**src/rtl/core/gmhp_pkg.sv**
```systemverilog
package gmhp_pkg;

  typedef enum logic [2:0] {
    PH_IDLE    = 3'd0,
    PH_FIXED   = 3'd1,
    PH_XLEN    = 3'd2,
    PH_EXTRA   = 3'd3,
    PH_NAME    = 3'd4,
    PH_COMMENT = 3'd5,
    PH_HCRC    = 3'd6,
    PH_DONE    = 3'd7
  } phase_e;

  typedef enum logic [2:0] {
    ST_OK        = 3'd0,
    ST_BAD_MAGIC = 3'd1,
    ST_BAD_METH  = 3'd2,
    ST_RSVD_FLG  = 3'd3,
    ST_BAD_OS    = 3'd4,
    ST_TRUNC     = 3'd5,
    ST_TOO_LONG  = 3'd6
  } status_e;

  localparam logic [7:0] MAGIC0         = 8'h1f;
  localparam logic [7:0] MAGIC1         = 8'h8b;
  localparam logic [7:0] METHOD_DEFLATE = 8'h08;
  localparam logic [7:0] FL_RESERVED    = 8'he0;
  localparam logic [7:0] OS_LAST_KNOWN  = 8'd13;
  localparam logic [7:0] OS_UNKNOWN     = 8'd255;

  localparam logic [4:0] FL_HCRC    = 5'h02;
  localparam logic [4:0] FL_EXTRA   = 5'h04;
  localparam logic [4:0] FL_NAME    = 5'h08;
  localparam logic [4:0] FL_COMMENT = 5'h10;

  // Offsets inside the fixed ten-byte header
  localparam logic [3:0] IDX_MAGIC0 = 4'd0;
  localparam logic [3:0] IDX_MAGIC1 = 4'd1;
  localparam logic [3:0] IDX_METHOD = 4'd2;
  localparam logic [3:0] IDX_FLAGS  = 4'd3;
  localparam logic [3:0] IDX_MTIME0 = 4'd4;
  localparam logic [3:0] IDX_MTIME3 = 4'd7;
  localparam logic [3:0] IDX_OS     = 4'd9;

  typedef struct packed {
    phase_e      phase;
    logic [3:0]  field_index;
    logic [4:0]  flags;
    logic [15:0] skip;
    logic [31:0] stamp;
    logic [7:0]  os;
  } hdr_state_t;

  typedef struct packed {
    status_e     status;
    logic [15:0] header_length;
    logic [31:0] mtime;
    logic [7:0]  os_code;
    logic [4:0]  flag_bits;
  } result_t;

  // First optional stage at or after 'from' that the flags enable
  function automatic phase_e next_stage(phase_e from, logic [4:0] flags);
    phase_e ph;
    ph = PH_DONE;
    if (from <= PH_HCRC && (flags & FL_HCRC) != 5'd0) ph = PH_HCRC;
    if (from <= PH_COMMENT && (flags & FL_COMMENT) != 5'd0) ph = PH_COMMENT;
    if (from <= PH_NAME && (flags & FL_NAME) != 5'd0) ph = PH_NAME;
    if (from <= PH_XLEN && (flags & FL_EXTRA) != 5'd0) ph = PH_XLEN;
    return ph;
  endfunction

endpackage

```
**src/rtl/core/gmhp_in_if.sv**
```systemverilog
interface gmhp_in_if;
  logic       valid;
  logic       ready;
  logic [7:0] data_byte;
  logic       first;
  logic       last;

  modport source (output valid, data_byte, first, last, input ready);
  modport sink (input valid, data_byte, first, last, output ready);
endinterface

```
**src/rtl/core/gmhp_out_if.sv**
```systemverilog
interface gmhp_out_if;
  logic        valid;
  logic        ready;
  logic [2:0]  status;
  logic [15:0] header_length;
  logic [31:0] mtime;
  logic [7:0]  os_code;
  logic [4:0]  flag_bits;

  modport source (output valid, status, header_length, mtime, os_code, flag_bits,
                  input ready);
  modport sink (input valid, status, header_length, mtime, os_code, flag_bits,
                output ready);
endinterface

```
**src/rtl/core/gmhp_step.sv**
```systemverilog
module gmhp_step #(
  parameter int LENGTH_BITS = 16
) (
  input  gmhp_pkg::hdr_state_t   state_i,
  input  logic [LENGTH_BITS-1:0] consumed_i,
  input  logic [7:0]             data_byte_i,
  input  logic                   first_i,
  input  logic                   last_i,
  output gmhp_pkg::hdr_state_t   state_o,
  output logic [LENGTH_BITS-1:0] consumed_o,
  output logic                   res_valid_o,
  output gmhp_pkg::result_t      result_o
);

  localparam int ExtBits = LENGTH_BITS + 16;

  gmhp_pkg::hdr_state_t cur;
  gmhp_pkg::status_e    err_code;
  logic                 err;
  logic                 full;
  logic                 active;
  logic                 complete;
  logic                 emit;
  logic [15:0]          skip_tmp;
  logic [ExtBits-1:0]   len_ext;

  // Next state
  always_comb begin
    cur = state_i;
    consumed_o = consumed_i;
    if (first_i) begin
      cur = '0;
      cur.phase = gmhp_pkg::PH_FIXED;
      consumed_o = '0;
    end
    state_o  = cur;
    err      = 1'b0;
    err_code = gmhp_pkg::ST_OK;
    complete = 1'b0;
    skip_tmp = '0;
    active   = (cur.phase != gmhp_pkg::PH_IDLE) && (cur.phase != gmhp_pkg::PH_DONE);
    full     = active && (consumed_o == {LENGTH_BITS{1'b1}});

    if (active && !full) begin
      consumed_o = consumed_o + LENGTH_BITS'(1);
      unique case (cur.phase)
        gmhp_pkg::PH_FIXED: begin
          if (cur.field_index == gmhp_pkg::IDX_MAGIC0) begin
            if (data_byte_i != gmhp_pkg::MAGIC0) begin
              err = 1'b1;
              err_code = gmhp_pkg::ST_BAD_MAGIC;
            end
          end else if (cur.field_index == gmhp_pkg::IDX_MAGIC1) begin
            if (data_byte_i != gmhp_pkg::MAGIC1) begin
              err = 1'b1;
              err_code = gmhp_pkg::ST_BAD_MAGIC;
            end
          end else if (cur.field_index == gmhp_pkg::IDX_METHOD) begin
            if (data_byte_i != gmhp_pkg::METHOD_DEFLATE) begin
              err = 1'b1;
              err_code = gmhp_pkg::ST_BAD_METH;
            end
          end else if (cur.field_index == gmhp_pkg::IDX_FLAGS) begin
            state_o.flags = data_byte_i[4:0];
            if ((data_byte_i & gmhp_pkg::FL_RESERVED) != 8'd0) begin
              err = 1'b1;
              err_code = gmhp_pkg::ST_RSVD_FLG;
            end
          end else if (cur.field_index >= gmhp_pkg::IDX_MTIME0 &&
                       cur.field_index <= gmhp_pkg::IDX_MTIME3) begin
            state_o.stamp[8*cur.field_index[1:0] +: 8] =
              cur.stamp[8*cur.field_index[1:0] +: 8] | data_byte_i;
          end else if (cur.field_index == gmhp_pkg::IDX_OS) begin
            state_o.os = data_byte_i;
            if (data_byte_i > gmhp_pkg::OS_LAST_KNOWN &&
                data_byte_i != gmhp_pkg::OS_UNKNOWN) begin
              err = 1'b1;
              err_code = gmhp_pkg::ST_BAD_OS;
            end
          end
          if (!err) begin
            if (cur.field_index >= gmhp_pkg::IDX_OS) begin
              state_o.field_index = '0;
              state_o.skip = '0;
              state_o.phase = gmhp_pkg::next_stage(gmhp_pkg::PH_XLEN, state_o.flags);
            end else begin
              state_o.field_index = cur.field_index + 4'd1;
            end
          end
        end
        gmhp_pkg::PH_XLEN: begin
          if (cur.field_index == 4'd0) begin
            state_o.skip = {8'd0, data_byte_i};
            state_o.field_index = 4'd1;
          end else begin
            skip_tmp = cur.skip | {data_byte_i, 8'd0};
            state_o.skip = skip_tmp;
            if (skip_tmp == 16'd0) begin
              state_o.field_index = '0;
              state_o.phase = gmhp_pkg::next_stage(gmhp_pkg::PH_NAME, cur.flags);
            end else begin
              state_o.phase = gmhp_pkg::PH_EXTRA;
            end
          end
        end
        gmhp_pkg::PH_EXTRA: begin
          skip_tmp = cur.skip - 16'd1;
          state_o.skip = skip_tmp;
          if (skip_tmp == 16'd0) begin
            state_o.field_index = '0;
            state_o.phase = gmhp_pkg::next_stage(gmhp_pkg::PH_NAME, cur.flags);
          end
        end
        gmhp_pkg::PH_NAME: begin
          if (data_byte_i == 8'd0) begin
            state_o.field_index = '0;
            state_o.skip = '0;
            state_o.phase = gmhp_pkg::next_stage(gmhp_pkg::PH_COMMENT, cur.flags);
          end
        end
        gmhp_pkg::PH_COMMENT: begin
          if (data_byte_i == 8'd0) begin
            state_o.field_index = '0;
            state_o.skip = '0;
            state_o.phase = gmhp_pkg::next_stage(gmhp_pkg::PH_HCRC, cur.flags);
          end
        end
        gmhp_pkg::PH_HCRC: begin
          if (cur.field_index == 4'd0) begin
            state_o.field_index = 4'd1;
          end else begin
            state_o.field_index = '0;
            state_o.skip = '0;
            state_o.phase = gmhp_pkg::PH_DONE;
          end
        end
        default: begin
          state_o = cur;
        end
      endcase
      complete = !err && (state_o.phase == gmhp_pkg::PH_DONE);
    end

    emit = active && (full || err || complete || last_i);
    if (emit) state_o.phase = gmhp_pkg::PH_DONE;
  end

  // Result
  always_comb begin
    len_ext = {16'd0, consumed_o};
    res_valid_o = emit;
    if (full) begin
      result_o.status = gmhp_pkg::ST_TOO_LONG;
    end else if (err) begin
      result_o.status = err_code;
    end else if (complete) begin
      result_o.status = gmhp_pkg::ST_OK;
    end else begin
      result_o.status = gmhp_pkg::ST_TRUNC;
    end
    result_o.header_length = len_ext[15:0];
    result_o.mtime         = state_o.stamp;
    result_o.os_code       = state_o.os;
    result_o.flag_bits     = state_o.flags;
  end

endmodule

```
**src/rtl/core/gmhp_out_reg.sv**
```systemverilog
module gmhp_out_reg (
  input  logic              clk_i,
  input  logic              rst_ni,
  input  logic              load_i,
  input  gmhp_pkg::result_t result_i,
  input  logic              ready_i,
  output logic              free_o,
  output logic              valid_o,
  output gmhp_pkg::result_t result_o
);

  logic              valid_d, valid_q;
  gmhp_pkg::result_t result_q;

  // Take a new request when empty or whenever the held one leaves this cycle
  assign free_o = !valid_q || ready_i;

  always_comb begin
    valid_d = valid_q;
    if (free_o) valid_d = load_i;
  end

  always_ff @(posedge clk_i or negedge rst_ni) begin
    if (!rst_ni) begin
      valid_q <= 1'b0;
    end else begin
      valid_q <= valid_d;
    end
  end

  always_ff @(posedge clk_i) begin
    if (free_o && load_i) result_q <= result_i;
  end

  assign valid_o  = valid_q;
  assign result_o = result_q;

endmodule

```
**src/rtl/core/gzip_member_header_parser.sv**
```systemverilog
// gzip member header parser.
// Input channel in_i: one request per byte of a candidate stream (data_byte,
// first, last). first restarts the parser on that byte; last marks the final
// byte available, so an unfinished header then reports truncation.
// Output channel out_o: one request per candidate, carrying status,
// header_length (bytes up to the start of the deflate data), mtime, os_code
// and flag_bits. Bytes after a result, or without a first, are dropped.
// Throughput: one byte per cycle unless out_o stalls. The parser state
// registers update on the accepting edge through one level of decode logic,
// so the next byte may follow in the very next cycle.
// Output: the result appears on out_o in the cycle after the deciding byte
// is accepted, from a single output register.
// Reset: asynchronous, active low; the parser goes idle with all captures
// cleared and the output register empty.
// Stall: while a result waits in the output register and out_o.ready is low,
// in_i.ready drops; the parser and the held result keep their values until
// the result is taken, and a new byte is accepted in that same cycle.
module gzip_member_header_parser #(
  parameter int LENGTH_BITS = 16
) (
  input logic            clk_i,
  input logic            rst_ni,
  gmhp_in_if.sink        in_i,
  gmhp_out_if.source     out_o
);

  gmhp_pkg::hdr_state_t   state_d, state_q;
  logic [LENGTH_BITS-1:0] consumed_d, consumed_q;
  logic                   res_valid;
  gmhp_pkg::result_t      res;
  gmhp_pkg::result_t      res_q;
  logic                   free;
  logic                   accept;

  assign in_i.ready = free;
  assign accept     = in_i.valid && free;

  // Decode one byte against the current parser state
  gmhp_step #(
    .LENGTH_BITS(LENGTH_BITS)
  ) u_step (
    .state_i     (state_q),
    .consumed_i  (consumed_q),
    .data_byte_i (in_i.data_byte),
    .first_i     (in_i.first),
    .last_i      (in_i.last),
    .state_o     (state_d),
    .consumed_o  (consumed_d),
    .res_valid_o (res_valid),
    .result_o    (res)
  );

  // Advance parser state only on an accepted byte
  always_ff @(posedge clk_i or negedge rst_ni) begin
    if (!rst_ni) begin
      state_q    <= '0;
      consumed_q <= '0;
    end else if (accept) begin
      state_q    <= state_d;
      consumed_q <= consumed_d;
    end
  end

  // Hold the result until the receiver takes it
  gmhp_out_reg u_out_reg (
    .clk_i    (clk_i),
    .rst_ni   (rst_ni),
    .load_i   (accept && res_valid),
    .result_i (res),
    .ready_i  (out_o.ready),
    .free_o   (free),
    .valid_o  (out_o.valid),
    .result_o (res_q)
  );

  assign out_o.status        = res_q.status;
  assign out_o.header_length = res_q.header_length;
  assign out_o.mtime         = res_q.mtime;
  assign out_o.os_code       = res_q.os_code;
  assign out_o.flag_bits     = res_q.flag_bits;

endmodule

```
**src/flat_wrapper.sv**
```systemverilog
// flat-port wrapper written by rule: the top's interface ports become plain ports
module gzip_member_header_parser_flat 
#(
  parameter int LENGTH_BITS = 16
)
  (clk_i, rst_ni, in_i_valid, in_i_data_byte, in_i_first, in_i_last, in_i_ready, out_o_valid, out_o_status, out_o_header_length, out_o_mtime, out_o_os_code, out_o_flag_bits, out_o_ready);
  gmhp_in_if in_i_i ();
  gmhp_out_if out_o_i ();
  input logic clk_i;
  input logic rst_ni;
  input wire logic [$bits(in_i_i.valid)-1:0] in_i_valid;
  input wire logic [$bits(in_i_i.data_byte)-1:0] in_i_data_byte;
  input wire logic [$bits(in_i_i.first)-1:0] in_i_first;
  input wire logic [$bits(in_i_i.last)-1:0] in_i_last;
  output wire logic [$bits(in_i_i.ready)-1:0] in_i_ready;
  output wire logic [$bits(out_o_i.valid)-1:0] out_o_valid;
  output wire logic [$bits(out_o_i.status)-1:0] out_o_status;
  output wire logic [$bits(out_o_i.header_length)-1:0] out_o_header_length;
  output wire logic [$bits(out_o_i.mtime)-1:0] out_o_mtime;
  output wire logic [$bits(out_o_i.os_code)-1:0] out_o_os_code;
  output wire logic [$bits(out_o_i.flag_bits)-1:0] out_o_flag_bits;
  input wire logic [$bits(out_o_i.ready)-1:0] out_o_ready;
  assign in_i_i.valid = in_i_valid;
  assign in_i_i.data_byte = in_i_data_byte;
  assign in_i_i.first = in_i_first;
  assign in_i_i.last = in_i_last;
  assign in_i_ready = in_i_i.ready;
  assign out_o_valid = out_o_i.valid;
  assign out_o_status = out_o_i.status;
  assign out_o_header_length = out_o_i.header_length;
  assign out_o_mtime = out_o_i.mtime;
  assign out_o_os_code = out_o_i.os_code;
  assign out_o_flag_bits = out_o_i.flag_bits;
  assign out_o_i.ready = out_o_ready;
  gzip_member_header_parser #(.LENGTH_BITS(LENGTH_BITS)) u_core (.clk_i(clk_i), .rst_ni(rst_ni), .in_i(in_i_i), .out_o(out_o_i));
endmodule
```
**config.mk**
```make
export PLATFORM = sky130hd
export DESIGN_NAME = gzip_member_header_parser_flat
export DESIGN_NICKNAME = d
export VERILOG_FILES = /design/src/rtl/core/gmhp_pkg.sv /design/src/rtl/core/gmhp_in_if.sv /design/src/rtl/core/gmhp_out_if.sv /design/src/rtl/core/gmhp_step.sv /design/src/rtl/core/gmhp_out_reg.sv /design/src/rtl/core/gzip_member_header_parser.sv /design/src/flat_wrapper.sv
export SDC_FILE = /design/constraint.sdc
export NUM_CORES = 1
export LEC_CHECK = 0
export ABC_AREA = 1
export BUFFER_PORTS_ARGS = -buffer_cell sky130_fd_sc_hd__buf_2
export CAP_MARGIN = 20
export CELL_PAD_IN_SITES_DETAIL_PLACEMENT = 0
export CELL_PAD_IN_SITES_GLOBAL_PLACEMENT = 1
export CORE_UTILIZATION = 35
export DETAILED_ROUTE_END_ITERATION = 12
export GPL_TIMING_DRIVEN = 1
export PLACE_DENSITY_LB_ADDON = 0.15
export SYNTH_ARGS = -nofsm -noshare
export SYNTH_HDL_FRONTEND = slang
export SYNTH_SLANG_ARGS = --single-unit
export TNS_END_PERCENT = 1
```
**constraint.sdc**
```tcl
create_clock -name clk_i -period 12.75 [get_ports clk_i]
set_clock_uncertainty 0.15 [all_clocks]
set_input_delay 1.275 -clock clk_i [delete_from_list [all_inputs] [get_ports clk_i]]
set_output_delay 1.275 -clock clk_i [all_outputs]
set_load 0.005 [all_outputs]
```
==> results.py, run 1 <==
metrics = {
    "synthesis": {
        "postSynthAreaPerCell_um2": 7.772,
        "yosys.area_share.simple_pct": 27.57,
        "synthXorXnorAreaFrac_pct": 1.915,
        "synth_fa_ha_area_share_pct": 1.152,
        "ys_seq_area_share_pct": 46.59,
        "synthArstFlopShare_pct": 57.05,
        "syn_nets": 1140,
        "synth_area_um2": 8690,
        "synthMuxAreaShare_pct": 0.2304,
        "synth_edf_count": 64,
        "synth_compound_area_share_pct": 14.46,
        "ys_seq_elements": 149,
        "ys_warn_count": 0,
        "synth_ff_type": "dfrtp_1",
        "yosysUniqueCellTypes": 49,
        "synth_top_family_by_area": "simple AND/OR/NAND/NOR gates",
        "syn_inst": 1118,
    },
    "power_and_ir_drop": {
        "p_switching_uw": 722.0,
        "peakVddDrop_v": 0.00008723,
        "p_seq_share_pct": 35.4,
        "p_clk_share_pct": 30.5,
        "power.density_nw_per_um2": 178.7,
        "leakage_uw": 0.004438,
        "intPower_uw": 1061,
        "power_frac_comb_pct": 34.1,
        "p_sw_share_pct": 40.50,
    },
    "placement": {
        "port_buffers": 79,
        "dp_hpwl_um": 19250,
        "gp_congestion": 0.8691,
        "dp_slack_ps": 6250,
    },
    "sta": {
        "timing.setup.tns_ps": 0,
        "worst_pin_slew_ps": 834.4,
        "setup_ws_ps": 7064,
        "hold_violations": 0,
        "grt_setup_unrepaired": "false",
        "relSlewSlack_pct": 44.20,
        "period_share_pct": 44.59,
        "fin_crit_ps": 5686,
        "fmax_mhz": 175.9,
        "finalSetupViolations": 0,
        "drv_slew": 0,
    },
    "cells_and_area": {
        "diodes": 0,
        "fillCellCount": 2557,
        "layout-drive-gt1-share_pct": 15.09,
        "final_common_cell": "nand2_1",
        "most-common-layout-cells": "322 x nand2_1, 122 x inv_1, 115 x nor2_1",
        "areaGrowthSynthToFinish_pct": 14.80,
        "fin_nets": 1202,
        "final_util_pct": 41.02,
    },
    "drt": {
        "dr.pass1.iters": 5,
        "routed_wl_um": 26850,
        "post-route-drc-count": 0,
        "first_iter_violations": 544,
        "drt.antenna.violating_nets": 0,
        "vias_per_cell": 5.104,
        "vias": 7743,
        "post_drt_wl_per_cell_um": 17.70,
    },
    "status": {
        "status": "completed",
    },
    "worst_setup_path": {
        "crit_arrival_ps": 5620,
        "cp-start-kind": "input pin",
        "required_ps": 12680,
        "critPathKind": "in -> reg",
        "path_max_fanout": 46,
        "critPathCaptureType": "register",
    },
    "clock_tree": {
        "clkSlewWorstSetupHoldPaths_ps": 70,
        "cts-buffers-inserted": 17,
        "clockBufferDepth": 2,
        "post_cts_buffers": 0,
        "clock-sinks": 149,
        "cts_root_buffer": "clkbuf_16",
        "cts_tree": "built",
        "insertion_delay_ps": 440,
        "htreeDepth": 4,
        "post_cts_resize_count": 0,
        "cts-hold-fix-buffers": 0,
    },
    "global_routing": {
        "grt.total_usage_pct": 21.82,
        "grt_max_degree": 74,
        "antenna_found_initial": 0,
        "grt_overflow_total": 0,
        "grt_pass1_vias": 7386,
        "grt_pass1_wl_um": 42390,
    },
    "floorplanning": {
        "start_util_pct": 35.73,
        "rows": 57,
        "pin_count": 80,
        "die_height_um": 159.6,
        "die_w_um": 159.6,
        "dieArea_um2": 25460,
        "core-area_um2": 24320,
    },
    "run": {
        "cap_viol_max_count": 0,
    },
    "hold_path": {
        "hold_path_class": "reg -> reg",
    },
}
==> path summary, 6_finish.rpt <==
check | slack (ps) | depth (start not counted) | end | start
max reg2reg | 7480 | 19 | u_core.u_out_reg.result_o[61] | u_core.state_q[61]
min in group asynchronous | 680 | 1 | u_core.state_q[50] | rst_ni
max in group asynchronous | 10720 | 2 | u_core.state_q[36] | rst_ni
max | 7060 | 18 | u_core.u_out_reg.result_o[61] | in_i_first
min | 330 | 2 | u_core.state_q[4] | u_core.state_q[4]
min reg2reg | 330 | 2 | u_core.state_q[4] | u_core.state_q[4]
==> metal layers <==
layer | GRT usage [%] | up-vias | share of wire (%)
met5 | 0 | - | 0
met4 | 8.435 | 0 | 2.1
met3 | 3.412 | 34 | 4.6
met2 | 31.78 | 226 | 43
met1 | 32.25 | 3666 | 50
li1 | - | 3817 | -
==> stage by stage <==
step	instances	power, uW	hold WS, ps	cell area, um2
2_1_floorplan	1118	1055	299.2	8690
3_3_place_gp	1484	1256	314.3	9338
3_5_place_dp	1484	1246	315.4	9338
4_1_cts	1516	1794	336.2	9968
5_1_grt	1517	1897	343.8	9976
6_report	1517	1783	330.8	9976
==> critical path: stages <==
cell and delay, ps:
buf_2 150, buf_4 480, nor2_2 210, inv_1 390
ha_1 570, nand2_2 210, inv_1 210, nor2_1 70
o21ai_1 110, nand3_1 150, nor2_1 150, nor2_1 70
a21oi_2 150, nand3_1 120, nand3_2 90, nand3_2 90
inv_2 520, buf_4 510
==> power by group through the flow <==
stage	Combinational [uW]	Clock (uW)	Sequential, uW
2_1_floorplan	420	0	635
3_3_place_gp	615	0	641
3_5_place_dp	606	0	640
4_1_cts	609	554	631
5_1_grt	682	574	640
6_report	609	543	631
==> kinds of logic (layout without fill, tap and decap cells) <==
kind of cell / count (synthesis) / in the layout
adders and majority gates: 8 / 8
DFF: 149 / 149
buffers and inverters: 176 / 251
muxes: 2 / 2
xor gates and xnor gates: 19 / 19
AOI/OAI and AO/OA: 209 / 209
and+or+nand+nor: 555 / 555
==> registers in the layout (all words and copies together), names as in the netlist <==
name,count
u_core.u_out_reg.valid_o,1
u_core.state_q,68
u_core.u_out_reg.result_o,64
u_core.consumed_q,16
==> cell usage after synthesis, types with 13 or more instances <==
cell type / number / area (um2)
a21oi_1: 36 / 180.2
clkbuf_1: 22 / 82.58
dfrtp_1: 85 / 2127
edfxtp_1: 64 / 1922
inv_1: 124 / 465.5
nand2_1: 323 / 1212
nand3_1: 49 / 245.2
nor2_1: 115 / 431.7
nor3_1: 16 / 80.08
o21ai_0: 78 / 390.4
o21ai_1: 13 / 65.06
o22ai_1: 23 / 143.9
xor2_1: 16 / 140.1
==> area by class of cell <==
class | instances | area (um2) | share of cell area [%]
sequential | 149 | 4049 | 40.59
multi-input combinational | 793 | 3941 | 39.51
inverter | 134 | 506.7 | 5.080
timing repair buffer | 85 | 442.9 | 4.440
clock buffer | 17 | 425.4 | 4.264
tap | 324 | 405.4 | 4.064
clock inverter | 15 | 205.2 | 2.057
(Power assumes the default switching activity.)
==> run 2: changes to the inputs <==
==> constraint.sdc (replaced) <==
create_clock -name clk_i -period 4.7 [get_ports clk_i]
set_clock_uncertainty 0.15 [all_clocks]
set_input_delay 0.47 -clock clk_i [delete_from_list [all_inputs] [get_ports clk_i]]
set_output_delay 0.47 -clock clk_i [all_outputs]
set_load 0.005 [all_outputs]
==> results.py, run 2 (synthesis gave the netlist of run 1 again) <==
metrics = {
    "clock_tree": {
        "cts-buffers-inserted": 17,
        "post_cts_buffers": 0,
        "cts_tree": "built",
        "htreeDepth": 4,
        "clockBufferDepth": 2,
        "clkSlewWorstSetupHoldPaths_ps": 70,
        "post_cts_resize_count": 0,
        "insertion_delay_ps": 440,
        "cts_root_buffer": "clkbuf_16",
        "clock-sinks": 149,
    },
    "drt": {
        "routed_wl_um": 26250,
        "vias": 7716,
        "drt.antenna.violating_nets": 0,
        "vias_per_cell": 5.040,
        "dr.pass1.iters": 6,
        "post-route-drc-count": 0,
        "post_drt_wl_per_cell_um": 17.15,
        "first_iter_violations": 507,
    },
    "floorplanning": {
        "start_util_pct": 35.73,
        "dieArea_um2": 25460,
        "die_height_um": 159.6,
        "pin_count": 80,
        "die_w_um": 159.6,
        "rows": 57,
        "core-area_um2": 24320,
    },
    "cells_and_area": {
        "layout-drive-gt1-share_pct": 15.91,
        "most-common-layout-cells": "322 x nand2_1, 122 x inv_1, 115 x nor2_1",
        "largest_reg_flops": 68,
        "fin_nets": 1216,
        "top_register": "u_core.state_q",
        "fillCellCount": 2533,
        "areaGrowthSynthToFinish_pct": 15.69,
        "fin_cells": 1531,
        "final_util_pct": 41.34,
        "final_common_cell": "nand2_1",
        "diodes": 0,
    },
    "worst_setup_path": {
        "required_ps": 4670,
        "crit_path_max_incr_delay_ps": 610,
        "startpoint": "u_core.state_q[61]",
        "cp_common_cell": "nand2_1",
        "cp-start-kind": "register",
        "path_max_fanout": 42,
        "critPathKind": "reg -> reg",
        "slowest_stage": "dfrtp_1",
        "crit_arrival_ps": 3890,
        "critPathCaptureType": "register",
        "timing.rr.start": "u_core.state_q[61]",
        "path_cells": "inv_1 -> nor2_1 -> clkinv_1 -> ha_1 -> nand2_2 -> nand2_1 -> nor2_2 -> nand2_1 -> o21ai_0 -> nand2_1 -> nand2_1 -> nand4_1 -> nand3_1 -> nand3_1 -> nand3_2 -> nand3_2 -> inv_2 -> buf_12",
    },
    "power_and_ir_drop": {
        "intPower_uw": 2810,
        "p_clk_share_pct": 28.5,
        "p_seq_share_pct": 35.9,
        "power.density_nw_per_um2": 473.0,
        "p_sw_share_pct": 40.91,
        "p_switching_uw": 1945,
        "peakVddDrop_v": 0.0002222,
        "p_total_uw": 4755,
        "leakage_uw": 0.004488,
        "power_frac_comb_pct": 35.6,
    },
    "sta": {
        "grt_setup_unrepaired": "false",
        "worst_pin_slew_ps": 961.2,
        "whs_ps": 278.4,
        "timing.setup.tns_ps": 0,
        "relSlewSlack_pct": 35.92,
        "fmax_mhz": 255.3,
        "period_share_pct": 83.33,
        "drv_slew": 0,
        "fin_crit_ps": 3916,
        "hold_violations": 0,
        "finalSetupViolations": 0,
    },
    "placement": {
        "post-place-cells": 1498,
        "dp_hpwl_um": 19050,
        "gp_congestion": 0.8763,
        "port_buffers": 79,
    },
    "global_routing": {
        "grt.total_usage_pct": 20.98,
        "grt_max_degree": 98,
        "antenna_found_initial": 0,
        "grt_pass1_wl_um": 41370,
        "grt_pass1_vias": 7325,
        "grt_overflow_total": 0,
    },
    "run": {
        "cap_viol_max_count": 0,
    },
    "hold_path": {
        "hold_path_class": "in -> reg",
        "min_from": "out_o_ready",
    },
    "status": {
        "status": "completed",
    },
}
-- run 2: changes by cell type in the layout (fill, tap and decap cells not counted) --
cell           previous run  this run
inv_6                     5         6
clkinv_1                  1         2
bufinv_16                 2         0
inv_8                     4         3
clkinv_8                  3         4
buf_12                    0         1
dlygate4sd3_1             0         1
buf_4                     7        19
-- run 2: timing repair --
item	4_1_cts	5_1_grt
hold endpoints to repair	49	0
hold buffers	1	0
endpoints found under the setup margin	0	0
-- run 2: stage by stage --
step           area [um2]  setup WS (ps)
2_1_floorplan        8690          167.2
3_3_place_gp         9455          698.2
3_5_place_dp         9455          581.1
4_1_cts             10050          778.8
5_1_grt             10050          310.8
6_report            10050          783.6
-- run 2: final timing paths --
kind / to / slack (ps) / cells after the start
min in group asynchronous: u_core.state_q[49] / 480 / 2
min reg2reg: u_core.state_q[0] / 330 / 2
max: u_core.u_out_reg.result_o[8] / 780 / 18
min: u_core.u_out_reg.valid_o / 280 / 4
max in group asynchronous: u_core.consumed_q[0] / 2970 / 3
max reg2reg: u_core.u_out_reg.result_o[8] / 780 / 18
-- run 2: final cells by class --
cell class              count  area (um2)  share of cell area (%)
inverters                 134       506.7                   5.040
multi-input cells         793        3941                   39.20
well taps                 324       405.4                   4.032
clock buffers              17       425.4                   4.231
clock inverters            15       162.7                   1.618
flip-flops and latches    149        4049                   40.27
repair buffers             99       563.0                   5.600
-- run 2: metal layers --
| metal | GRT usage [%] | vias up | wire length (um) |
|---|---|---|---|
| met4 | 5.157 | 0 | 229 |
| li1 | - | 3862 | - |
| met3 | 3.464 | 16 | 1186 |
| met1 | 31.21 | 3629 | 13450 |
| met2 | 31.52 | 209 | 11390 |
| met5 | 0 | - | 0 |
-- run 2: power groups by stage --
stage | combinational (uW) | sequential, uW | clock [uW]
2_1_floorplan | 1140 | 1720 | 0
3_3_place_gp | 1710 | 1730 | 0
3_5_place_dp | 1690 | 1730 | 0
4_1_cts | 1700 | 1700 | 1390
5_1_grt | 1890 | 1730 | 1440
6_report | 1690 | 1710 | 1360
-- run 2: critical path: cells and delay by family, from the launching register on --
family	cells	cell delay [ps]
flip-flops	1	610
adder cells (fa/ha/maj)	1	370
AO/OA/AOI/OAI	1	140
AND/OR/NAND/NOR	12	1400
buffers and inverters	4	880
